<file path="src/hdl/cac_pkg.sv">
// ----------------------------------------------------------------------------
// cac_pkg
// Shared types and constants for the car alarm controller.
// ----------------------------------------------------------------------------
`default_nettype none

package cac_pkg;

    localparam int TIMER_WIDTH_DEF = 16;
    localparam int CFG_W           = 16;
    localparam int CFG_IDX_W       = 3;
    localparam int FLASH_W         = 4;
    localparam int IN_TDATA_W      = 16;
    localparam int OUT_TDATA_W     = 16;

    typedef enum logic [2:0] {
        MODE_ARMED    = 3'd0,
        MODE_ENTRY    = 3'd1,
        MODE_ALARM    = 3'd2,
        MODE_DISARMED = 3'd3,
        MODE_PROTECT  = 3'd4
    } t_mode;

    typedef enum logic [3:0] {
        PH_IDLE         = 4'd0,
        PH_LED_ON       = 4'd1,
        PH_LED_OFF      = 4'd2,
        PH_LOCATE       = 4'd3,
        PH_WAIT         = 4'd4,
        PH_CALL         = 4'd5,
        PH_FLASH_ON     = 4'd6,
        PH_FLASH_OFF    = 4'd7,
        PH_HANGUP       = 4'd8,
        PH_CHIRP_ARM    = 4'd9,
        PH_CHIRP_DISARM = 4'd10
    } t_phase;

    typedef enum logic [CFG_IDX_W-1:0] {
        CFG_ENTRY_DELAY = 3'd0,
        CFG_FLASH_HALF  = 3'd1,
        CFG_FLASH_COUNT = 3'd2,
        CFG_CHIRP       = 3'd3,
        CFG_BLINK_ON    = 3'd4,
        CFG_BLINK_OFF   = 3'd5,
        CFG_LOCATE      = 3'd6,
        CFG_GSM_PULSE   = 3'd7
    } t_cfg_idx;

    localparam logic [CFG_W-1:0]   RST_ENTRY_DELAY = 16'd400;
    localparam logic [CFG_W-1:0]   RST_FLASH_HALF  = 16'd50;
    localparam logic [FLASH_W-1:0] RST_FLASH_COUNT = 4'd10;
    localparam logic [CFG_W-1:0]   RST_CHIRP       = 16'd20;
    localparam logic [CFG_W-1:0]   RST_BLINK_ON    = 16'd10;
    localparam logic [CFG_W-1:0]   RST_BLINK_OFF   = 16'd50;
    localparam logic [CFG_W-1:0]   RST_LOCATE      = 16'd10;
    localparam logic [CFG_W-1:0]   RST_GSM_PULSE   = 16'd2;

    typedef struct packed {
        logic [CFG_W-1:0]   gsm_pulse_ticks;
        logic [CFG_W-1:0]   locate_ticks;
        logic [CFG_W-1:0]   blink_off_ticks;
        logic [CFG_W-1:0]   blink_on_ticks;
        logic [CFG_W-1:0]   chirp_ticks;
        logic [FLASH_W-1:0] alarm_flash_count;
        logic [CFG_W-1:0]   flash_half_ticks;
        logic [CFG_W-1:0]   entry_delay_ticks;
    } t_cfg;

    // last field in the lowest bit
    typedef struct packed {
        logic remote_disarm;
        logic remote_arm;
        logic remote_locate;
        logic remote_cancel;
        logic protect_switch;
        logic valet_pressed;
        logic ignition_on;
        logic hood_open;
        logic other_door_open;
        logic trunk_open;
        logic driver_door_open;
    } t_in_item;

    typedef struct packed {
        t_mode alarm_mode;
        logic  hood_light;
        logic  trunk_light;
        logic  dome_light;
        logic  status_led;
        logic  gsm_hangup;
        logic  gsm_call;
        logic  power_enable;
        logic  high_beams;
        logic  parking_lights;
        logic  horn;
    } t_out_item;

    localparam int IN_ITEM_W  = $bits(t_in_item);
    localparam int OUT_ITEM_W = $bits(t_out_item);

endpackage

`default_nettype wire

</file>
<file path="src/hdl/car_alarm_controller_unit.sv">
// ----------------------------------------------------------------------------
// car_alarm_controller_unit
// Vehicle alarm sequencer: one sampled-switch request per timer tick in,
// one output pin image per tick out.
// ----------------------------------------------------------------------------
//
//  channel   | direction | handshake                    | payload
//  ----------+-----------+------------------------------+---------------------
//  s_axis    | in        | s_axis_tvalid/s_axis_tready  | tick: switch lines
//  m_axis    | out       | m_axis_tvalid/m_axis_tready  | pin image and mode
//  cfg       | in        | i_cfg_we (no wait)           | register index, data
//
//  For each request the next state and the pin image are worked out in one
//  pass from the state registers and the request, and the image
//  lands in the output register on the accept edge. A request can be taken
//  in every cycle while the output register is empty or being drained, so
//  the rate is one tick per cycle; only a stalled m_axis holds s_axis_tready
//  low. Reset (i_rst_n low, synchronous) puts the block in armed mode with
//  no phase running, loads the default timings and empties the output.
// ----------------------------------------------------------------------------
`default_nettype none

module car_alarm_controller_unit
    import cac_pkg::*;
#(
    parameter int TIMER_WIDTH = TIMER_WIDTH_DEF
) (
    input  wire logic                   i_clk,
    input  wire logic                   i_rst_n,

    input  wire logic                   s_axis_tvalid,
    output logic                        s_axis_tready,
    // [0] driver_door_open [1] trunk_open [2] other_door_open [3] hood_open
    // [4] ignition_on [5] valet_pressed [6] protect_switch [7] remote_cancel
    // [8] remote_locate [9] remote_arm [10] remote_disarm, rest zero
    input  wire logic [IN_TDATA_W-1:0]  s_axis_tdata,

    output logic                        m_axis_tvalid,
    input  wire logic                   m_axis_tready,
    // [0] horn [1] parking_lights [2] high_beams [3] power_enable
    // [4] gsm_call [5] gsm_hangup [6] status_led [7] dome_light
    // [8] trunk_light [9] hood_light [12:10] alarm_mode, rest zero
    output logic [OUT_TDATA_W-1:0]      m_axis_tdata,

    input  wire logic                   i_cfg_we,
    input  wire logic [CFG_IDX_W-1:0]   i_cfg_addr,
    input  wire logic [CFG_W-1:0]       i_cfg_data
);

    t_cfg      cfg;
    t_in_item  in_item;
    t_out_item image;
    logic      accept;

    logic                   r_out_valid;
    logic [OUT_ITEM_W-1:0]  r_out_image;

    assign in_item       = t_in_item'(s_axis_tdata[IN_ITEM_W-1:0]);
    assign s_axis_tready = !r_out_valid || m_axis_tready;
    assign accept        = s_axis_tvalid && s_axis_tready;

    cac_cfg u_cfg (
        .i_clk   (i_clk),
        .i_rst_n (i_rst_n),
        .i_we    (i_cfg_we),
        .i_addr  (i_cfg_addr),
        .i_data  (i_cfg_data),
        .o_cfg   (cfg)
    );

    cac_seq #(
        .TIMER_WIDTH (TIMER_WIDTH)
    ) u_seq (
        .i_clk   (i_clk),
        .i_rst_n (i_rst_n),
        .i_step  (accept),
        .i_item  (in_item),
        .i_cfg   (cfg),
        .o_image (image)
    );

    // output register: filled on accept, drained by the downstream side
    always_ff @(posedge i_clk) begin
        if (!i_rst_n) begin
            r_out_valid <= 1'b0;
        end else if (accept) begin
            r_out_valid <= 1'b1;
        end else if (m_axis_tready) begin
            r_out_valid <= 1'b0;
        end
    end

    always_ff @(posedge i_clk) begin
        if (accept) begin
            r_out_image <= image;
        end
    end

    assign m_axis_tvalid = r_out_valid;
    assign m_axis_tdata  = OUT_TDATA_W'(r_out_image);

endmodule

`default_nettype wire

</file>
<file path="src/hdl/cac_cfg.sv">
// ----------------------------------------------------------------------------
// cac_cfg
// Configuration register bank, write only, reset to the default timings.
// ----------------------------------------------------------------------------
`default_nettype none

module cac_cfg
    import cac_pkg::*;
(
    input  wire logic                 i_clk,
    input  wire logic                 i_rst_n,
    input  wire logic                 i_we,
    input  wire logic [CFG_IDX_W-1:0] i_addr,
    input  wire logic [CFG_W-1:0]     i_data,
    output t_cfg                      o_cfg
);

    t_cfg r_cfg;

    always_ff @(posedge i_clk) begin
        if (!i_rst_n) begin
            r_cfg.entry_delay_ticks <= RST_ENTRY_DELAY;
            r_cfg.flash_half_ticks  <= RST_FLASH_HALF;
            r_cfg.alarm_flash_count <= RST_FLASH_COUNT;
            r_cfg.chirp_ticks       <= RST_CHIRP;
            r_cfg.blink_on_ticks    <= RST_BLINK_ON;
            r_cfg.blink_off_ticks   <= RST_BLINK_OFF;
            r_cfg.locate_ticks      <= RST_LOCATE;
            r_cfg.gsm_pulse_ticks   <= RST_GSM_PULSE;
        end else if (i_we) begin
            case (t_cfg_idx'(i_addr))
                CFG_ENTRY_DELAY: r_cfg.entry_delay_ticks <= i_data;
                CFG_FLASH_HALF:  r_cfg.flash_half_ticks  <= i_data;
                CFG_FLASH_COUNT: r_cfg.alarm_flash_count <= i_data[FLASH_W-1:0];
                CFG_CHIRP:       r_cfg.chirp_ticks       <= i_data;
                CFG_BLINK_ON:    r_cfg.blink_on_ticks    <= i_data;
                CFG_BLINK_OFF:   r_cfg.blink_off_ticks   <= i_data;
                CFG_LOCATE:      r_cfg.locate_ticks      <= i_data;
                CFG_GSM_PULSE:   r_cfg.gsm_pulse_ticks   <= i_data;
                default: begin
                end
            endcase
        end
    end

    assign o_cfg = r_cfg;

endmodule

`default_nettype wire

</file>
<file path="src/hdl/cac_seq.sv">
// ----------------------------------------------------------------------------
// cac_seq
// Alarm sequencer: mode, phase, tick timer and flash counter, one tick per
// step, plus the output pin image for that tick.
// ----------------------------------------------------------------------------
`default_nettype none

module cac_seq
    import cac_pkg::*;
#(
    parameter int TIMER_WIDTH = TIMER_WIDTH_DEF
) (
    input  wire logic     i_clk,
    input  wire logic     i_rst_n,
    input  wire logic     i_step,
    input  wire t_in_item i_item,
    input  wire t_cfg     i_cfg,
    output t_out_item     o_image
);

    t_mode                  r_mode,  n_mode;
    t_phase                 r_phase, n_phase;
    logic [TIMER_WIDTH-1:0] r_timer, n_timer;
    logic [FLASH_W-1:0]     r_flash, n_flash;

    logic any_open;
    logic any_chg;
    logic do_armed;
    logic do_decide;
    logic do_disarmed;
    logic [FLASH_W-1:0] flash_inc;

    assign any_open  = i_item.driver_door_open | i_item.trunk_open
                     | i_item.other_door_open | i_item.hood_open;
    assign any_chg   = any_open | i_item.ignition_on;
    assign flash_inc = r_flash + FLASH_W'(1);

    // lengths are taken to the timer width (truncate or zero extend)
    function automatic logic [TIMER_WIDTH-1:0] len(input logic [CFG_W-1:0] ticks);
        return TIMER_WIDTH'(ticks);
    endfunction

    always_comb begin
        n_mode      = r_mode;
        n_phase     = r_phase;
        n_timer     = r_timer;
        n_flash     = r_flash;
        do_armed    = 1'b0;
        do_decide   = 1'b0;
        do_disarmed = 1'b0;

        if (r_phase == PH_IDLE) begin
            if (r_mode == MODE_DISARMED) do_disarmed = 1'b1;
            else                         do_armed    = 1'b1;
        end else if (r_timer > TIMER_WIDTH'(1)) begin
            n_timer = r_timer - TIMER_WIDTH'(1);
        end else begin
            n_timer = '0;
            case (r_phase)
                PH_LED_ON: begin
                    n_phase = PH_LED_OFF;
                    n_timer = len(i_cfg.blink_off_ticks);
                end
                PH_LED_OFF: begin
                    if (i_item.remote_locate) begin
                        n_phase = PH_LOCATE;
                        n_timer = len(i_cfg.locate_ticks);
                    end else begin
                        do_armed = 1'b1;
                    end
                end
                PH_WAIT: do_decide = 1'b1;
                PH_CALL: begin
                    n_phase = PH_FLASH_ON;
                    n_timer = len(i_cfg.flash_half_ticks);
                end
                PH_FLASH_ON: begin
                    n_phase = PH_FLASH_OFF;
                    n_timer = len(i_cfg.flash_half_ticks);
                end
                PH_FLASH_OFF: begin
                    if (r_mode == MODE_PROTECT) begin
                        if (i_item.valet_pressed) begin
                            do_disarmed = 1'b1;
                        end else begin
                            n_phase = PH_FLASH_ON;
                            n_timer = len(i_cfg.flash_half_ticks);
                        end
                    end else begin
                        n_flash = flash_inc;
                        if (flash_inc == i_cfg.alarm_flash_count) begin
                            n_phase = PH_HANGUP;
                            n_timer = len(i_cfg.gsm_pulse_ticks);
                        end else begin
                            do_decide = 1'b1;
                        end
                    end
                end
                PH_HANGUP: begin
                    n_flash = '0;
                    if (any_chg) begin
                        n_phase = PH_CALL;
                        n_timer = len(i_cfg.gsm_pulse_ticks);
                    end else begin
                        n_phase = PH_CHIRP_ARM;
                        n_timer = len(i_cfg.chirp_ticks);
                    end
                end
                PH_CHIRP_DISARM: do_disarmed = 1'b1;
                default:         do_armed    = 1'b1;  // locate end, chirp to armed
            endcase
        end

        // armed check; may fall through into the alarm decision below
        if (do_armed) begin
            n_mode  = MODE_ARMED;
            n_flash = '0;
            if (any_chg) begin
                if (i_item.driver_door_open) begin
                    n_mode  = MODE_ENTRY;
                    n_phase = PH_WAIT;
                    n_timer = len(i_cfg.entry_delay_ticks);
                end else begin
                    do_decide = 1'b1;
                end
            end else if (i_item.remote_disarm) begin
                n_phase = PH_CHIRP_DISARM;
                n_timer = len(i_cfg.chirp_ticks);
            end else begin
                n_phase = PH_LED_ON;
                n_timer = len(i_cfg.blink_on_ticks);
            end
        end

        // alarm decision: valet, then cancel, then a new call and flash
        if (do_decide) begin
            if (i_item.valet_pressed) begin
                n_phase = PH_CHIRP_DISARM;
                n_timer = len(i_cfg.chirp_ticks);
            end else if (i_item.remote_cancel) begin
                n_phase = PH_CHIRP_ARM;
                n_timer = len(i_cfg.chirp_ticks);
            end else begin
                if (n_mode != MODE_ALARM) n_flash = '0;
                n_mode  = MODE_ALARM;
                n_phase = PH_CALL;
                n_timer = len(i_cfg.gsm_pulse_ticks);
            end
        end

        if (do_disarmed) begin
            n_mode  = MODE_DISARMED;
            n_phase = PH_IDLE;
            n_timer = '0;
            if (i_item.protect_switch) begin
                if (any_open) begin
                    n_mode  = MODE_PROTECT;
                    n_phase = PH_FLASH_ON;
                    n_timer = len(i_cfg.flash_half_ticks);
                end
            end else if (i_item.remote_arm && !i_item.ignition_on) begin
                n_phase = PH_CHIRP_ARM;
                n_timer = len(i_cfg.chirp_ticks);
            end
        end
    end

    always_ff @(posedge i_clk) begin
        if (!i_rst_n) begin
            r_mode  <= MODE_ARMED;
            r_phase <= PH_IDLE;
            r_timer <= '0;
            r_flash <= '0;
        end else if (i_step) begin
            r_mode  <= n_mode;
            r_phase <= n_phase;
            r_timer <= n_timer;
            r_flash <= n_flash;
        end
    end

    // pin image from the state just computed
    logic chirp, loc, fon, home;

    always_comb begin
        chirp = (n_phase == PH_CHIRP_ARM) || (n_phase == PH_CHIRP_DISARM);
        loc   = (n_phase == PH_LOCATE);
        fon   = (n_phase == PH_FLASH_ON);
        home  = (n_mode == MODE_DISARMED) || (n_mode == MODE_PROTECT);

        o_image.horn           = (n_mode == MODE_ALARM) | chirp | loc;
        o_image.parking_lights = chirp | loc | fon;
        o_image.high_beams     = loc | fon;
        o_image.power_enable   = home;
        o_image.gsm_call       = (n_phase == PH_CALL);
        o_image.gsm_hangup     = (n_phase == PH_HANGUP);
        o_image.status_led     = (n_phase == PH_LED_ON) | fon;
        o_image.dome_light     = home & any_open;
        o_image.trunk_light    = home & i_item.trunk_open;
        o_image.hood_light     = home & i_item.hood_open;
        o_image.alarm_mode     = n_mode;
    end

endmodule

`default_nettype wire
</file>
<file path="config.mk">
export PLATFORM = sky130hd
export DESIGN_NAME = car_alarm_controller_unit
export DESIGN_NICKNAME = d
export VERILOG_FILES = /design/src/hdl/cac_pkg.sv /design/src/hdl/car_alarm_controller_unit.sv /design/src/hdl/cac_cfg.sv /design/src/hdl/cac_seq.sv
export SDC_FILE = /design/constraint.sdc
export NUM_CORES = 1
export LEC_CHECK = 0
export ABC_AREA = 0
export ABC_CLOCK_PERIOD_IN_PS = 7530
export BUFFER_PORTS_ARGS = -buffer_cell sky130_fd_sc_hd__buf_4
export CELL_PAD_IN_SITES_DETAIL_PLACEMENT = 0
export CELL_PAD_IN_SITES_GLOBAL_PLACEMENT = 1
export CORE_ASPECT_RATIO = 0.8
export CORE_UTILIZATION = 31
export CTS_CLUSTER_DIAMETER = 60
export DETAILED_ROUTE_END_ITERATION = 8
export PLACE_DENSITY = 0.64
export SLEW_MARGIN = 20
export SYNTH_ARGS = -nofsm -noshare
export SYNTH_HDL_FRONTEND = slang
export SYNTH_SLANG_ARGS = --single-unit
</file>
<file path="constraint.sdc">
create_clock -name i_clk -period 7.53 [get_ports i_clk]
set_input_delay 2.259 -clock i_clk [delete_from_list [all_inputs] [get_ports i_clk]]
set_output_delay 2.259 -clock i_clk [all_outputs]
set_load 0.005 [all_outputs]
</file>
==> impl_metrics.ini, run 1 <==
[run_status]
run_status = complete, no violations

[drt]
route.detailed.drc = 0
drt_iter0_markers = 746
met3WireLength_mm = 2.38
drtAntennaViolNets = 0
dr.pass1.iters = 6
via_count = 8242
wirelength_mm = 32.3
wl_met1_mm = 15.5
maxUsedRoutingLayer = met4
post_drt_wl_per_cell_um = 21.8
wl_met2_mm = 14.1
avgViaCountPerCell = 5.55

[global_route]
grt_pass1_wl_mm = 49.7
grt_max_degree = 50
grt_antenna_before_repair = 0
grt_overflow_total = 0
track_usage_pct = 23.7
grt_pass1_vias = 7831

[synth]
yosys_warnings = 0
synth-edff-count = 13
yosysUniqueCellTypes = 85
synth.avg_cell_area_sq_um = 7.61
postSynthCellCount = 1114
ys_ff_latch = 157
seq_area_frac_synth_pct = 38.6
ys.flop_type = dfxtp_1
async_flop_share_pct = 0
syn_area_sq_mm = 0.00848

[critical_path]
cpMostUsedCell = nand2_1
cp_slowest_cell = nor4_1
worstSetupPathType = primary input to flip-flop
setup.worst_path.end_class = flip-flop
slowest_delay_ns = 0.82
startpoint_type = primary input
crit_fanout = 20
path_cells = buf_4 -> nor4_1 -> nor2_1 -> nand2_1 -> nand2_1 -> nand2_1 -> o211ai_1 -> or4_1 -> o21ai_1
required_ns = 7.91
arrival_ns = 5.58

[finish]
area_growth_pct = 14.1
final_cell_mix = nand2_1, a21oi_1, dfxtp_1
final_core_util_pct = 36.4
layout.nets = 1158
fin_cells = 1484
final-seq-area_sq_mm = 0.00327
final_cell_area_sq_mm = 0.00967
drive_gt1_share_pct = 11.8
final_common_cell = nand2_1
num_antenna_cells = 0
nFillCells = 2807
multi_input_area_sq_mm = 0.00488

[timing]
skew_ns = 0.00830
timing.fmax_mhz = 192
slew_violations = 0
worst_pin_slew_ns = 1.07
setup_tns_ns = 0
setup_violations = 0
period_needed_ns = 5.20
hold_viol_final = 0
relSlewSlack_pct = 28.4
setup_ws_ns = 2.33
post-route-period-util_pct = 69.0
grt_setup_unrepaired = no

[floorplanning]
die_x_um = 187
fp.coreArea_sq_mm = 0.0266
start_util_pct = 31.9
die_y_um = 150
ios = 58
rows = 53
die_area_sq_mm = 0.0280

[power_and_ir_drop]
p_sw_uw = 696
powerDensity_mw_per_mm2 = 234
p_int_mw = 1.57
p_leak_nw = 3.30
p_seq_share_pct = 40.8
clkPwrFrac_pct = 40.1
ir_drop_uv = 174
comb_power_share_pct = 19.1
switching_share_pct = 30.8

[clock_network]
cts_tree = yes
numCtsBuffers = 17
cts_sinks = 157
hold_buffers = 0
cts_setup_buffers = 0
insertion_delay_ns = 0.45
cts.htree.levels = 4
clockRootBuffer = clkbuf_16
cts_resized = 0
cts.path.max_buffers = 2
path_clk_slew_ns = 0.06

[placed_design]
dpl_worst_slack_ns = 1.92
gp_congestion = 0.897
place_inst = 1453
detailed_place_hpwl_mm = 20.9
placed_area_sq_mm = 0.00908
portBuffers = 49

[job]
drv_cap = 0

[worst_hold_path]
worstHoldPathType = flip-flop to flip-flop
-- Yosys cell counts, drive strengths merged, types with 13 or more instances --
cell type	n	share of area, %
a221oi	23	2.4
o211ai	14	1.6
a21oi	149	8.9
o21ai	45	2.8
edfxtp	13	4.6
nor3	16	1.1
a211oi	15	1.3
nor2	56	2.5
mux2i	24	2.8
dfxtp	144	34
nand2	314	14
nand3	52	3.1
a222oi	16	1.9
buf	24	1.7
clkbuf	56	2.5
a31oi	13	1.1
-- flip-flops by register name, summed over array words and instances, names as in the netlist --
signal / flops
u_seq.r_flash: 4
u_seq.r_mode: 3
m_axis_tvalid: 1
u_seq.r_phase: 4
r_out_image: 13
u_cfg.o_cfg: 116
u_seq.r_timer: 16
-- routing by layer --
layer / GRT usage, % / up-vias
met3: 4.67 / 28
met5: 0 / -
met4: 5.90 / 0
li1: - / 3980
met2: 36.0 / 296
met1: 34.1 / 3938
-- layout make-up --
type,count,share of cell area (%)
clock buffer,20,4.62
tap,357,4.62
inverter,8,0.323
sequential,157,33.8
timing repair buffer,60,4.66
clock inverter,11,1.49
multi-input combinational,871,50.5
-- final timing paths --
path / start / endpoint / slack, ns / cells past startpoint
max: s_axis_tdata[1] / u_seq.r_flash[0] / 2.33 / 9
min: u_cfg.o_cfg[10] / u_cfg.o_cfg[10] / 0.46 / 2
max reg2reg: u_seq.r_timer[0] / r_out_image[0] / 3.60 / 11
min reg2reg: u_cfg.o_cfg[10] / u_cfg.o_cfg[10] / 0.46 / 2
-- critical path, delay by kind of cell --
kind | cells | cell delay, ns
AND/OR/NAND/NOR | 6 | 2.92
AO/OA/AOI/OAI | 2 | 0.28
buffers and inverters | 1 | 0.12
-- kinds of logic after synthesis --
group | synth area share, %
AO/OA/AOI/OAI | 24.6
XOR/XNOR | 1.40
adder cells (fa/ha/maj) | 0.443
AND/OR/NAND/NOR | 27.5
buffers and inverters | 4.62
multiplexers | 2.83
flip-flops | 38.6
other | 0.0442
-- power groups by stage --
| stage | clock network [mW] | logic, mW | registers (mW) |
|---|---|---|---|
| 2_1_floorplan | 0 | 0.301 | 0.925 |
| 3_3_place_gp | 0 | 0.428 | 0.939 |
| 3_5_place_dp | 0 | 0.428 | 0.940 |
| 4_1_cts | 0.918 | 0.430 | 0.922 |
| 5_1_grt | 0.955 | 0.474 | 0.928 |
| 6_report | 0.908 | 0.432 | 0.923 |
-- stage by stage --
stage	power, mW	hold slack, ns
global route	2.36	0.466
detailed placement	1.37	0.446
finish	2.26	0.456
global placement	1.37	0.444
CTS	2.27	0.456
floorplan	1.23	0.436
(Power assumes the default switching activity.)
==> run 2: changes to the inputs <==
--- a/config.mk
+++ b/config.mk
@@ -5,8 +5,8 @@
 export SDC_FILE = /design/constraint.sdc
 export NUM_CORES = 1
 export LEC_CHECK = 0
-export ABC_AREA = 0
-export ABC_CLOCK_PERIOD_IN_PS = 7530
+export ABC_AREA = 1
+export ABC_CLOCK_PERIOD_IN_PS = 4900
 export BUFFER_PORTS_ARGS = -buffer_cell sky130_fd_sc_hd__buf_4
 export CELL_PAD_IN_SITES_DETAIL_PLACEMENT = 0
 export CELL_PAD_IN_SITES_GLOBAL_PLACEMENT = 1
@@ -14,7 +14,7 @@
 export CORE_UTILIZATION = 31
 export CTS_CLUSTER_DIAMETER = 60
 export DETAILED_ROUTE_END_ITERATION = 8
-export PLACE_DENSITY = 0.64
+export PLACE_DENSITY = 0.65
 export SLEW_MARGIN = 20
 export SYNTH_ARGS = -nofsm -noshare
 export SYNTH_HDL_FRONTEND = slang
==> constraint.sdc (replaced) <==
create_clock -name i_clk -period 4.9 [get_ports i_clk]
set_input_delay 1.47 -clock i_clk [delete_from_list [all_inputs] [get_ports i_clk]]
set_output_delay 1.47 -clock i_clk [all_outputs]
set_load 0.005 [all_outputs]
==> run 2 against run 1 <==
Via count rose by 11%. Flip-flop and latch count did not move. Cell area is 5.7% higher. Highest routed layer unchanged. Non-clock buffer count grew 17. Worst hold slack got worse by 0.0053 ns. Synthesized area increased by 5.1%. Final cell count grew 19%. First-iteration DRC count grew 8.7%. Core utilization down 0.24 points. Die area increased by 5.1%.
==> impl_metrics.ini, run 2 <==
[global_route]
track_usage_pct = 24.5
grt_overflow_total = 0
grt_antenna_before_repair = 1
grt_pass1_wl_mm = 53.6
grt_max_degree = 82
grt_pass1_vias = 8636

[clock_network]
cts_tree = yes
cts_resized = 0
path_clk_slew_ns = 0.07
insertion_delay_ns = 0.44
cts.htree.levels = 4
numCtsBuffers = 17
hold_buffers = 0
cts.path.max_buffers = 2
cts_setup_buffers = 0
clockRootBuffer = clkbuf_16
cts_sinks = 157

[finish]
final_common_cell = nand2_1
largest_reg_flops = 116
layout.nets = 1420
drive_gt1_share_pct = 11.5
final_cell_mix = nand2_1, o21ai_0, inv_1
num_antenna_cells = 0
area_growth_pct = 14.6
final_cell_area_sq_mm = 0.0102

[critical_path]
cpMostUsedCell = nand2_1
setup.worst_path.end_class = flip-flop
r2r_slack_ns = 1.67
required_ns = 5.10
slowest_delay_ns = 0.34
reg2reg_to = r_out_image[0]
reg2reg_depth = 15
arrival_ns = 3.70
path_cells = buf_4 -> nor2_1 -> nand4_1 -> nand2_1 -> inv_1 -> nand3_2 -> nand2_2 -> nand2_1 -> nand2_1 -> o21ai_1 -> inv_2 -> nand2_1 -> nand2_1 -> nand2_2 -> inv_1
startpoint = s_axis_tdata[0]
worstSetupPathType = primary input to flip-flop
cp_slowest_cell = nand2_2
r2r-start = u_seq.r_timer[1]
startpoint_type = primary input
cp-endpoint = r_out_image[3]
crit_fanout = 20

[synth]
synth_area_leaders = dfxtp_1, nand2_1, o21ai_0
seq_area_frac_synth_pct = 36.7
yosysUniqueCellTypes = 50
syn_area_sq_mm = 0.00892
synth.avg_cell_area_sq_um = 6.62
synth_most_common_cell = nand2_1
ys.flop_type = dfxtp_1
yosys_warnings = 0
synth_commonest_cells = nand2_1, o21ai_0, inv_1, a21oi_1, dfxtp_1
netlist.area_leader.share_pct = 32.3
synth_top_area_cell = dfxtp_1
synth-edff-count = 13
async_flop_share_pct = 0
ys_ff_latch = 157
postSynthCellCount = 1348

[floorplanning]
ios = 58
die_y_um = 154
rows = 55
die_x_um = 192
die_area_sq_mm = 0.0295
fp.coreArea_sq_mm = 0.0283
start_util_pct = 31.5

[power_and_ir_drop]
p_leak_nw = 4.36
ir_drop_uv = 232
powerDensity_mw_per_mm2 = 345

[drt]
via_count = 9138
post_drt_wl_per_cell_um = 19.6
drt_iter0_markers = 811
avgViaCountPerCell = 5.19
drtAntennaViolNets = 0
route.detailed.drc = 0
wirelength_mm = 34.5
dr.pass1.iters = 5

[worst_hold_path]
worstHoldPathType = flip-flop to flip-flop

[timing]
post-route-period-util_pct = 71.4
worst_pin_slew_ns = 1.08
setup_violations = 0
grt_setup_unrepaired = no
setup_tns_ns = 0
slew_violations = 0
skew_ns = 0.0126
relSlewSlack_pct = 27.7
timing.fmax_mhz = 286
hold_viol_final = 0
fin_hold_ws_ns = 0.450
period_needed_ns = 3.50
setup_ws_ns = 1.40

[placed_design]
gp_congestion = 0.868
detailed_place_hpwl_mm = 23.7
portBuffers = 49
dpl_worst_slack_ns = 0.978
placed_area_sq_mm = 0.00965

[run_status]
run_status = complete, no violations

[job]
drv_cap = 0
run 2: cell count changes after synthesis, moves of 11 or more:
cell / delta
nor3_1: +18
o22ai_1: +16
inv_1: +147
nand2_2: +11
a222oi_1: -16
nor2_1: +79
o21ai_0: +128
mux2i_1: -24
nand2_1: -41
run 2: routing by layer:
layer,global-route usage [%],vias up,wire length (um)
met3,4.93,45,2420
met2,36.4,298,14600
met5,0,-,0
met1,35.1,4235,16700
met4,8.16,0,804
li1,-,4560,-
run 2: worst min-delay path by stage:
stage                     from               to  slack [ns]  depth (start not counted)
2_1_floorplan  u_cfg.o_cfg[99]  u_cfg.o_cfg[99]        0.42                          2
3_3_place_gp   u_cfg.o_cfg[99]  u_cfg.o_cfg[99]        0.44                          2
3_5_place_dp   u_cfg.o_cfg[99]  u_cfg.o_cfg[99]        0.45                          2
4_1_cts        u_cfg.o_cfg[99]  u_cfg.o_cfg[99]        0.45                          2
5_1_grt         u_cfg.o_cfg[3]   u_cfg.o_cfg[3]        0.47                          2
6_report       u_cfg.o_cfg[99]  u_cfg.o_cfg[99]        0.45                          2
run 2: critical path, delay by kind of cell:
| kind | cells | cell delay, ns |
|---|---|---|
| AND/OR/NAND/NOR | 10 | 1.55 |
| buffers and inverters | 4 | 0.36 |
| AO/OA/AOI/OAI | 1 | 0.31 |
run 2: metrics by stage:
stage | util (%) | std cells | power, mW
after CTS | 36.1 | 1760 | 3.55
after global placement | 34.1 | 1728 | 2.21
after floorplan | - | 1350 | 1.96
after global routing | 36.1 | 1760 | 3.72
after detailed placement | 34.1 | 1728 | 2.21
final | 36.1 | 1760 | 3.52
run 2: cell type report:
class                      count  area [sq um]
multi-input combinational    955          4700
sequential                   157          3270
clock inverter                15           146
tap                          370           463
inverter                     169           637
fill                        3093         18100
timing repair buffer          77           578
clock buffer                  17           425
run 2: logic make-up after synthesis:
kind of cell,synth area share (%)
AOI/OAI and AO/OA,24.5
and+or+nand+nor,26.8
xor gates and xnor gates,0.786
adders and majority gates,0.421
DFF,36.7
other,0.0421
buffers and inverters,10.7
run 2: where the power goes:
part           switching [mW]  total [mW]  internal [mW]
clock network           0.584        1.33          0.747
registers              0.0582        1.43           1.37
logic                   0.512       0.763          0.251
total                    1.15        3.52           2.37
